**config.mk**
```make
export PLATFORM = sky130hd
export DESIGN_NAME = wcts_ctrl
export DESIGN_NICKNAME = d
export VERILOG_FILES = /design/src/wcts_pkg.sv /design/src/wcts_ctrl.sv
export SDC_FILE = /design/constraint.sdc
export NUM_CORES = 1
export LEC_CHECK = 0
export ABC_AREA = 1
export BUFFER_PORTS_ARGS = -buffer_cell sky130_fd_sc_hd__buf_2
export CAP_MARGIN = 30
export CORE_AREA = 3 3 40 42
export DETAILED_ROUTE_END_ITERATION = 8
export DIE_AREA = 0 0 43 45
export GPL_TIMING_DRIVEN = 0
export PLACE_DENSITY_LB_ADDON = 0.12
export SYNTH_ARGS = -nofsm -noshare
export SYNTH_HDL_FRONTEND = slang
export SYNTH_SLANG_ARGS = --single-unit
```
**constraint.sdc**
```tcl
create_clock -name clk -period 2.7 [get_ports clk]
set_input_delay 0.135 -clock clk [delete_from_list [all_inputs] [get_ports clk]]
set_output_delay 0.135 -clock clk [all_outputs]
set_load 0.01 [all_outputs]
```
**src/wcts_pkg.sv**
```systemverilog
// Shared types and constants for the weighted completion time scheduler.
// No dependencies.
`timescale 1ns / 1ps
`default_nettype none
package wcts_pkg;

    localparam int MAX_JOBS  = 1024;
    localparam int ADDR_W    = $clog2(MAX_JOBS);
    localparam int COUNT_W   = ADDR_W + 1;
    localparam int DUR_W     = 16;
    localparam int WGT_W     = 16;
    localparam int COST_W    = 30;
    localparam int ELAPSED_W = DUR_W + ADDR_W;
    localparam int PROD_W    = ELAPSED_W + WGT_W;
    localparam int SHIFT_MAX = PROD_W - COST_W;
    localparam int SHIFT_W   = $clog2(SHIFT_MAX + 1);
    localparam logic [COST_W-1:0] COST_MOD = COST_W'(1000000007);

    typedef enum logic [3:0] {
        ST_IDLE,
        ST_INS_CHK,
        ST_INS_MUL,
        ST_INS_CMP,
        ST_ACC_START,
        ST_ACC_CHK,
        ST_ACC_ADD,
        ST_ACC_MUL,
        ST_ACC_MOD,
        ST_ACC_SUM,
        ST_FINISH
    } state_t;

    // controller to datapath
    typedef struct packed {
        logic load;       // capture an incoming job
        logic ins_place;  // write new job at insertion point, bump count
        logic ins_read;   // read entry just above insertion point
        logic ins_mul;    // form the two cross products
        logic ins_shift;  // move entry down one slot
        logic acc_clear;
        logic acc_read;
        logic acc_add;
        logic acc_mul;
        logic acc_mod;
        logic acc_sum;
        logic emit;       // load result register, clear batch
    } cmd_t;

    // datapath to controller
    typedef struct packed {
        logic full;
        logic last;
        logic pos_zero;
        logic goes_first;
        logic acc_done;
        logic mod_last;
        logic out_busy;
    } status_t;

endpackage
`default_nettype wire

```
**src/wcts_ctrl.sv**
```systemverilog
// Controller state machine: sequences insertion on load, then the cost walk.
// Depends on wcts_pkg.
`timescale 1ns / 1ps
`default_nettype none
module wcts_ctrl (
    input  wire                   clk,
    input  wire                   rst_n,
    input  wire                   in_valid,
    output logic                  in_ready,
    input  wcts_pkg::status_t     status,
    output wcts_pkg::cmd_t        cmd
);

    wcts_pkg::state_t state_reg, state_next;

    // hold state
    always_ff @(posedge clk or negedge rst_n)
    begin
        if (!rst_n)
        begin
            state_reg <= wcts_pkg::ST_IDLE;
        end
        else
        begin
            state_reg <= state_next;
        end
    end

    // advance state
    always_comb
    begin
        state_next = state_reg;
        case (state_reg)
            wcts_pkg::ST_IDLE:
            begin
                if (in_valid)
                begin
                    state_next = wcts_pkg::ST_INS_CHK;
                end
            end
            wcts_pkg::ST_INS_CHK:
            begin
                if (status.full)
                begin
                    state_next = status.last ? wcts_pkg::ST_ACC_START : wcts_pkg::ST_IDLE;
                end
                else if (status.pos_zero)
                begin
                    state_next = status.last ? wcts_pkg::ST_ACC_START : wcts_pkg::ST_IDLE;
                end
                else
                begin
                    state_next = wcts_pkg::ST_INS_MUL;
                end
            end
            wcts_pkg::ST_INS_MUL: state_next = wcts_pkg::ST_INS_CMP;
            wcts_pkg::ST_INS_CMP:
            begin
                if (status.goes_first)
                begin
                    state_next = wcts_pkg::ST_INS_CHK;
                end
                else
                begin
                    state_next = status.last ? wcts_pkg::ST_ACC_START : wcts_pkg::ST_IDLE;
                end
            end
            wcts_pkg::ST_ACC_START: state_next = wcts_pkg::ST_ACC_CHK;
            wcts_pkg::ST_ACC_CHK:
            begin
                state_next = status.acc_done ? wcts_pkg::ST_FINISH : wcts_pkg::ST_ACC_ADD;
            end
            wcts_pkg::ST_ACC_ADD: state_next = wcts_pkg::ST_ACC_MUL;
            wcts_pkg::ST_ACC_MUL: state_next = wcts_pkg::ST_ACC_MOD;
            wcts_pkg::ST_ACC_MOD:
            begin
                if (status.mod_last)
                begin
                    state_next = wcts_pkg::ST_ACC_SUM;
                end
            end
            wcts_pkg::ST_ACC_SUM: state_next = wcts_pkg::ST_ACC_CHK;
            wcts_pkg::ST_FINISH:
            begin
                if (!status.out_busy)
                begin
                    state_next = wcts_pkg::ST_IDLE;
                end
            end
            default: state_next = wcts_pkg::ST_IDLE;
        endcase
    end

    // drive commands
    always_comb
    begin
        cmd      = '0;
        in_ready = 1'b0;
        case (state_reg)
            wcts_pkg::ST_IDLE:
            begin
                in_ready = 1'b1;
                cmd.load = in_valid;
            end
            wcts_pkg::ST_INS_CHK:
            begin
                if (!status.full)
                begin
                    cmd.ins_place = status.pos_zero;
                    cmd.ins_read  = !status.pos_zero;
                end
            end
            wcts_pkg::ST_INS_MUL: cmd.ins_mul = 1'b1;
            wcts_pkg::ST_INS_CMP:
            begin
                cmd.ins_shift = status.goes_first;
                cmd.ins_place = !status.goes_first;
            end
            wcts_pkg::ST_ACC_START: cmd.acc_clear = 1'b1;
            wcts_pkg::ST_ACC_CHK: cmd.acc_read = !status.acc_done;
            wcts_pkg::ST_ACC_ADD: cmd.acc_add = 1'b1;
            wcts_pkg::ST_ACC_MUL: cmd.acc_mul = 1'b1;
            wcts_pkg::ST_ACC_MOD: cmd.acc_mod = 1'b1;
            wcts_pkg::ST_ACC_SUM: cmd.acc_sum = 1'b1;
            wcts_pkg::ST_FINISH: cmd.emit = !status.out_busy;
            default: cmd = '0;
        endcase
    end

endmodule
`default_nettype wire

```
==> flow_metrics.env, run 1 <==
export IMPL_vdd_drop_max_mv=0.3910
export IMPL_worstPathRequired_ns=2.57
export IMPL_dr_first_iter_drc_count=4
export IMPL_portBuffers=22
export IMPL_whs_ns=0.1240
export IMPL_hpwl_um=875.3
export IMPL_io_pins=23
export IMPL_crit_chain="nor2_2 > nand2_1 > o31ai_1 > buf_2"
export IMPL_syn_avg_cell_area_um2=6.027
export IMPL_grt_ovfl_total=0
export IMPL_wl_um=1035
export IMPL_dr_pass1_iters=4
export IMPL_hold_viol=0
export IMPL_worst_slew_pin_slew_ns=0.2346
export IMPL_grt_pass1_wl_um=1690
export IMPL_power_per_cell_area_nw_per_um2=885.7
export IMPL_vias=480
export IMPL_diodes=0
export IMPL_cts_root_buffer_cell="clkbuf_4"
export IMPL_finalClockSkew_ns=0.005863
export IMPL_synth_seq_area_share=0.2339
export IMPL_slowest_stage="dfrtp_1"
export IMPL_grt_start_max_net_pins=9
export IMPL_synthCells=71
export IMPL_ctsResizeCount=0
export IMPL_synth_warnings=0
export IMPL_leakagePower_nw=0.3727
export IMPL_final_min_clock_period_ns=1.498
export IMPL_drv_slew=0
export IMPL_die_width_um=43
export IMPL_first_global_vias=410
export IMPL_drc=0
export IMPL_setup_viol=0
export IMPL_mostFrequentLayoutCell="buf_2"
export IMPL_synth_seq_cells=4
export IMPL_grt_total_usage=0.1110
export IMPL_crit_type="register to output port"
export IMPL_grt_setup_unrepaired="false"
export IMPL_end_kind="output port"
export IMPL_relSlewSlack=0.8436
export IMPL_areaGrowthSynthToFinish_pct=37.72
export IMPL_synth_cell_types=17
export IMPL_viasPerCell=4.286
export IMPL_die_h_um=45
export IMPL_synth_nets=81
export IMPL_syn_cell_area_um2=427.9
export IMPL_start_util=0.3330
export IMPL_most_common_layout_cells="buf_2 (22), inv_1 (14), nand2_1 (13)"
export IMPL_largest_reg_flops=4
export IMPL_cts_path_max_buffers=2
export IMPL_cp_max_fo=6
export IMPL_synthTopCellsByArea="dfrtp_1 (23%), inv_1 (12%), nand2_1 (11%)"
export IMPL_drt_wirelength_per_cell_um=9.241
export IMPL_clock_sinks=4
export IMPL_layout_drive_gt1_share=0.4021
export IMPL_cts_htree_levels=1
export IMPL_cpPeakStageDelay_ns=0.44
export IMPL_synth_top_area_share=0.2339
export IMPL_dieArea_um2=1935
export IMPL_synth_top_cell_by_area="dfrtp_1"
export IMPL_antenna_found_initial=0
export IMPL_clk_latency_ns=0.23
export IMPL_outcome="completed"
export IMPL_period_share=0.5547
export IMPL_worst_setup_path_start_kind="register"
export IMPL_hp_class="input port to register"
export IMPL_timing_fmax_mhz=667.7
export IMPL_cp_arrival_ns=1.36
export IMPL_fp_coreArea_um2=1285
export IMPL_gp_congestion=0.7442
export IMPL_cts_buffers_inserted=3
export IMPL_rows=13
export IMPL_max_cap_viol_count=0
export IMPL_drtAntennaViolNets=0
export IMPL_cts_clk_slew_worst_paths_ns=0.03
export IMPL_cts_tree="yes"
export IMPL_fin_nets=109
export IMPL_setup_tns_ns=0
-- final cells by class --
cell class / count / area (um2)
fillers: 157 / 695.7
multi-input cells: 49 / 252.7
repair buffers: 23 / 120.1
flip-flops and latches: 4 / 100.1
inverters: 17 / 63.81
clock buffers: 3 / 22.52
well taps: 15 / 18.77
plain buffers: 1 / 11.26
-- power by group --
| group | internal, mW | leakage (nW) | switching [mW] | total [mW] |
|---|---|---|---|---|
| sequential | 0.0842 | 0.0510 | 0.0306 | 0.115 |
| clock | 0.0494 | 0.0138 | 0.0207 | 0.0701 |
| combinational | 0.124 | 0.308 | 0.213 | 0.337 |
-- worst max-delay path, delay by kind of cell (launching register included) --
kind            cells  cell delay [ns]
compound gates      1             0.18
flops               1             0.44
buf+inv             1             0.16
simple gates        2             0.35
-- per-stage QoR --
stage | power, mW | util | worst slack (ns) | std cells | area, um2
6_report | 0.5220 | 0.4586 | 1.202 | 112 | 589.3
5_1_grt | 0.5805 | 0.4586 | 1.038 | 112 | 589.3
4_1_cts | 0.5314 | 0.4586 | 1.179 | 112 | 589.3
3_5_place_dp | 0.4565 | 0.4333 | 1.428 | 108 | 556.8
3_3_place_gp | 0.4549 | 0.4333 | 1.428 | 108 | 556.8
2_1_floorplan | 0.3639 | - | 1.509 | 71 | 427.9
-- synthesized netlist by cell type --
| cell type | instances |
|---|---|
| a21oi_1 | 1 |
| buf_6 | 1 |
| dfrtp_1 | 4 |
| inv_1 | 14 |
| inv_2 | 3 |
| nand2_1 | 13 |
| nand2_2 | 2 |
| nand3_1 | 6 |
| nand4_1 | 3 |
| nor2_1 | 11 |
| nor2_2 | 4 |
| nor2_4 | 3 |
| nor3_1 | 1 |
| nor3_2 | 1 |
| o21ai_0 | 2 |
| o21ai_1 | 1 |
| o31ai_1 | 1 |
-- cell families after synthesis --
group / count (synthesis) / synth area share
AND/OR/NAND/NOR: 44 / 0.5263
AO/OA/AOI/OAI: 5 / 0.06431
buffers and inverters: 18 / 0.1754
flip-flops: 4 / 0.2339
-- repair_timing --
item	4_1_cts	5_1_grt
buffers inserted	0	0
endpoints found under the setup margin	0	0
hold buffers	1	0
hold endpoints to repair	4	0
-- routing by layer --
| layer | part of all wire | vias up | global-route usage |
|---|---|---|---|
| li1 | - | 270 | - |
| met1 | 0.48 | 191 | 0.1529 |
| met2 | 0.43 | 19 | 0.1796 |
| met3 | 0.091 | 0 | 0.02789 |
| met4 | 0 | 0 | 0.01807 |
| met5 | 0 | - | 0 |
-- worst paths after layout --
kind	to	cells past startpoint	from	slack, ns
worst max-delay path	cmd[10]	4	state_reg[2]	1.20
worst min-delay path	state_reg[2]	3	status[5]	0.12
worst max register to register	state_reg[3]	7	state_reg[3]	1.51
worst min register to register	state_reg[0]	4	state_reg[0]	0.67
max in group asynchronous	state_reg[1]	2	rst_n	2.34
min in group asynchronous	state_reg[0]	2	rst_n	0.24
(Power assumes the default switching activity.)
==> run 2, diff against run 1 <==
==> constraint.sdc (replaced) <==
create_clock -name clk -period 1.5 [get_ports clk]
set_input_delay 0.075 -clock clk [delete_from_list [all_inputs] [get_ports clk]]
set_output_delay 0.075 -clock clk [all_outputs]
set_load 0.01 [all_outputs]
==> run 2 against run 1 <==
Worst setup slack lost 1.1 ns. Non-clock buffer count is the same. Largest cell class unchanged. Register-to-register slack lost 1.2 ns. Sequential cell count is the same. Hold slack lost 0.058 ns. Critical endpoint is now cmd[5]. Final cell count is the same.
==> flow_metrics.env, run 2 (same netlist as run 1, synthesis figures left out) <==
export IMPL_cts_buffers_inserted=3
export IMPL_dr_first_iter_drc_count=4
export IMPL_timing_fmax_mhz=721.3
export IMPL_fin_area_um2=600.6
export IMPL_pre_cts_slack_ns=0.2880
export IMPL_die_width_um=43
export IMPL_grt_start_max_net_pins=9
export IMPL_portBuffers=22
export IMPL_grt_total_usage=0.1110
export IMPL_period_share=0.9243
export IMPL_hold_viol=0
export IMPL_diodes=0
export IMPL_hpwl_um=875.3
export IMPL_setup_viol=0
export IMPL_cts_root_buffer_cell="clkbuf_4"
export IMPL_cp_arrival_ns=1.31
export IMPL_dp_cells=108
export IMPL_crit_type="register to output port"
export IMPL_layout_drive_gt1_share=0.4227
export IMPL_antenna_found_initial=0
export IMPL_whs_ns=0.06551
export IMPL_dieArea_um2=1935
export IMPL_most_common_layout_cells="buf_2 (22), inv_1 (14), nand2_1 (13)"
export IMPL_gp_congestion=0.7442
export IMPL_worst_slew_pin_slew_ns=0.2736
export IMPL_cts_htree_levels=1
export IMPL_grt_ovfl_total=0
export IMPL_finalClockSkew_ns=0.005866
export IMPL_grt_pass1_wl_um=1690
export IMPL_worstPathRequired_ns=1.42
export IMPL_areaGrowthSynthToFinish_pct=40.35
export IMPL_cts_clk_slew_worst_paths_ns=0.04
export IMPL_drtAntennaViolNets=0
export IMPL_max_cap_viol_count=0
export IMPL_place_area_um2=556.8
export IMPL_drc=0
export IMPL_viasPerCell=4.321
export IMPL_cts_tree="yes"
export IMPL_mostFrequentLayoutCell="buf_2"
export IMPL_clk_latency_ns=0.23
export IMPL_outcome="completed"
export IMPL_wl_um=1041
export IMPL_leakagePower_nw=0.3754
export IMPL_rows=13
export IMPL_fin_nets=109
export IMPL_die_h_um=45
export IMPL_end_kind="output port"
export IMPL_drt_wirelength_per_cell_um=9.295
export IMPL_relSlewSlack=0.8176
export IMPL_worst_setup_path_start_kind="register"
export IMPL_final_min_clock_period_ns=1.386
export IMPL_fp_coreArea_um2=1285
export IMPL_fin_ws_ns=0.1135
export IMPL_first_global_vias=410
export IMPL_start_util=0.3330
export IMPL_cts_path_max_buffers=2
export IMPL_io_pins=23
export IMPL_setup_tns_ns=0
export IMPL_dr_pass1_iters=3
export IMPL_power_per_cell_area_nw_per_um2=1592
export IMPL_vdd_drop_max_mv=0.7203
export IMPL_reg2reg_slack_ns=0.28
export IMPL_vias=484
export IMPL_drv_slew=0
export IMPL_cp_max_fo=6
export IMPL_hp_class="input port to register"
export IMPL_largest_reg_flops=4
export IMPL_clock_sinks=4
export IMPL_fin_cells=112
run 2: cell count changes in the layout (fill, tap and decap cells not counted):
cell,before,now
o31ai_2,0,1
o31ai_1,1,0
dfrtp_1,4,3
dfrtp_2,0,1
nor2_2,4,3
nor2_4,3,4
run 2: final timing paths:
| check | startpoint | end | cells past startpoint |
|---|---|---|---|
| min in group asynchronous | rst_n | state_reg[0] | 2 |
| max in group asynchronous | rst_n | state_reg[1] | 2 |
| setup reg to reg | state_reg[3] | state_reg[3] | 7 |
| hold / removal | status[5] | state_reg[2] | 3 |
| setup / recovery | state_reg[3] | cmd[5] | 4 |
| hold reg to reg | state_reg[0] | state_reg[0] | 4 |
run 2: repair_timing:
item / 4_1_cts / 5_1_grt
endpoints found under the hold margin: 4 / 0
hold buffers: 1 / 0
gates resized for setup: 0 / 3
endpoints found under the setup margin: 0 / 2
buffers inserted: 0 / 0
run 2: routing by layer:
layer  routed length, um  vias up  global-route usage
met1                 490      195              0.1529
met4                   0        0             0.01807
met2                 456       19              0.1796
met5                   0        -                   0
li1                    -      270                   -
met3                  94        0             0.02789
run 2: power by group:
part           leakage (nW)  internal [mW]  switching, mW
logic                 0.312          0.228          0.387
clock network        0.0138         0.0890         0.0372
registers            0.0497          0.154         0.0613
total                 0.375          0.471          0.486
run 2: area by class of cell:
cell class | instances | area (um2)
Clock buffer | 3 | 22.52
Sequential cell | 4 | 101.3
Multi-Input combinational cell | 49 | 262.8
Timing Repair Buffer | 23 | 120.1
Inverter | 17 | 63.81
Fill cell | 155 | 684.4
Tap cell | 15 | 18.77
Buffer | 1 | 11.26
run 2: per-stage QoR:
stage | power (mW) | util
final | 0.9564 | 0.4674
after global routing | 1.061 | 0.4674
after CTS | 0.9565 | 0.4586
after detailed placement | 0.8217 | 0.4333
after global placement | 0.8189 | 0.4333
after floorplan | 0.6550 | -
run 2: critical path, stage by stage (launching register included):
cell	delay, ns
dfrtp_1	0.43
inv_1	0.19
nand2_2	0.14
nor3_2	0.16
buf_2	0.16
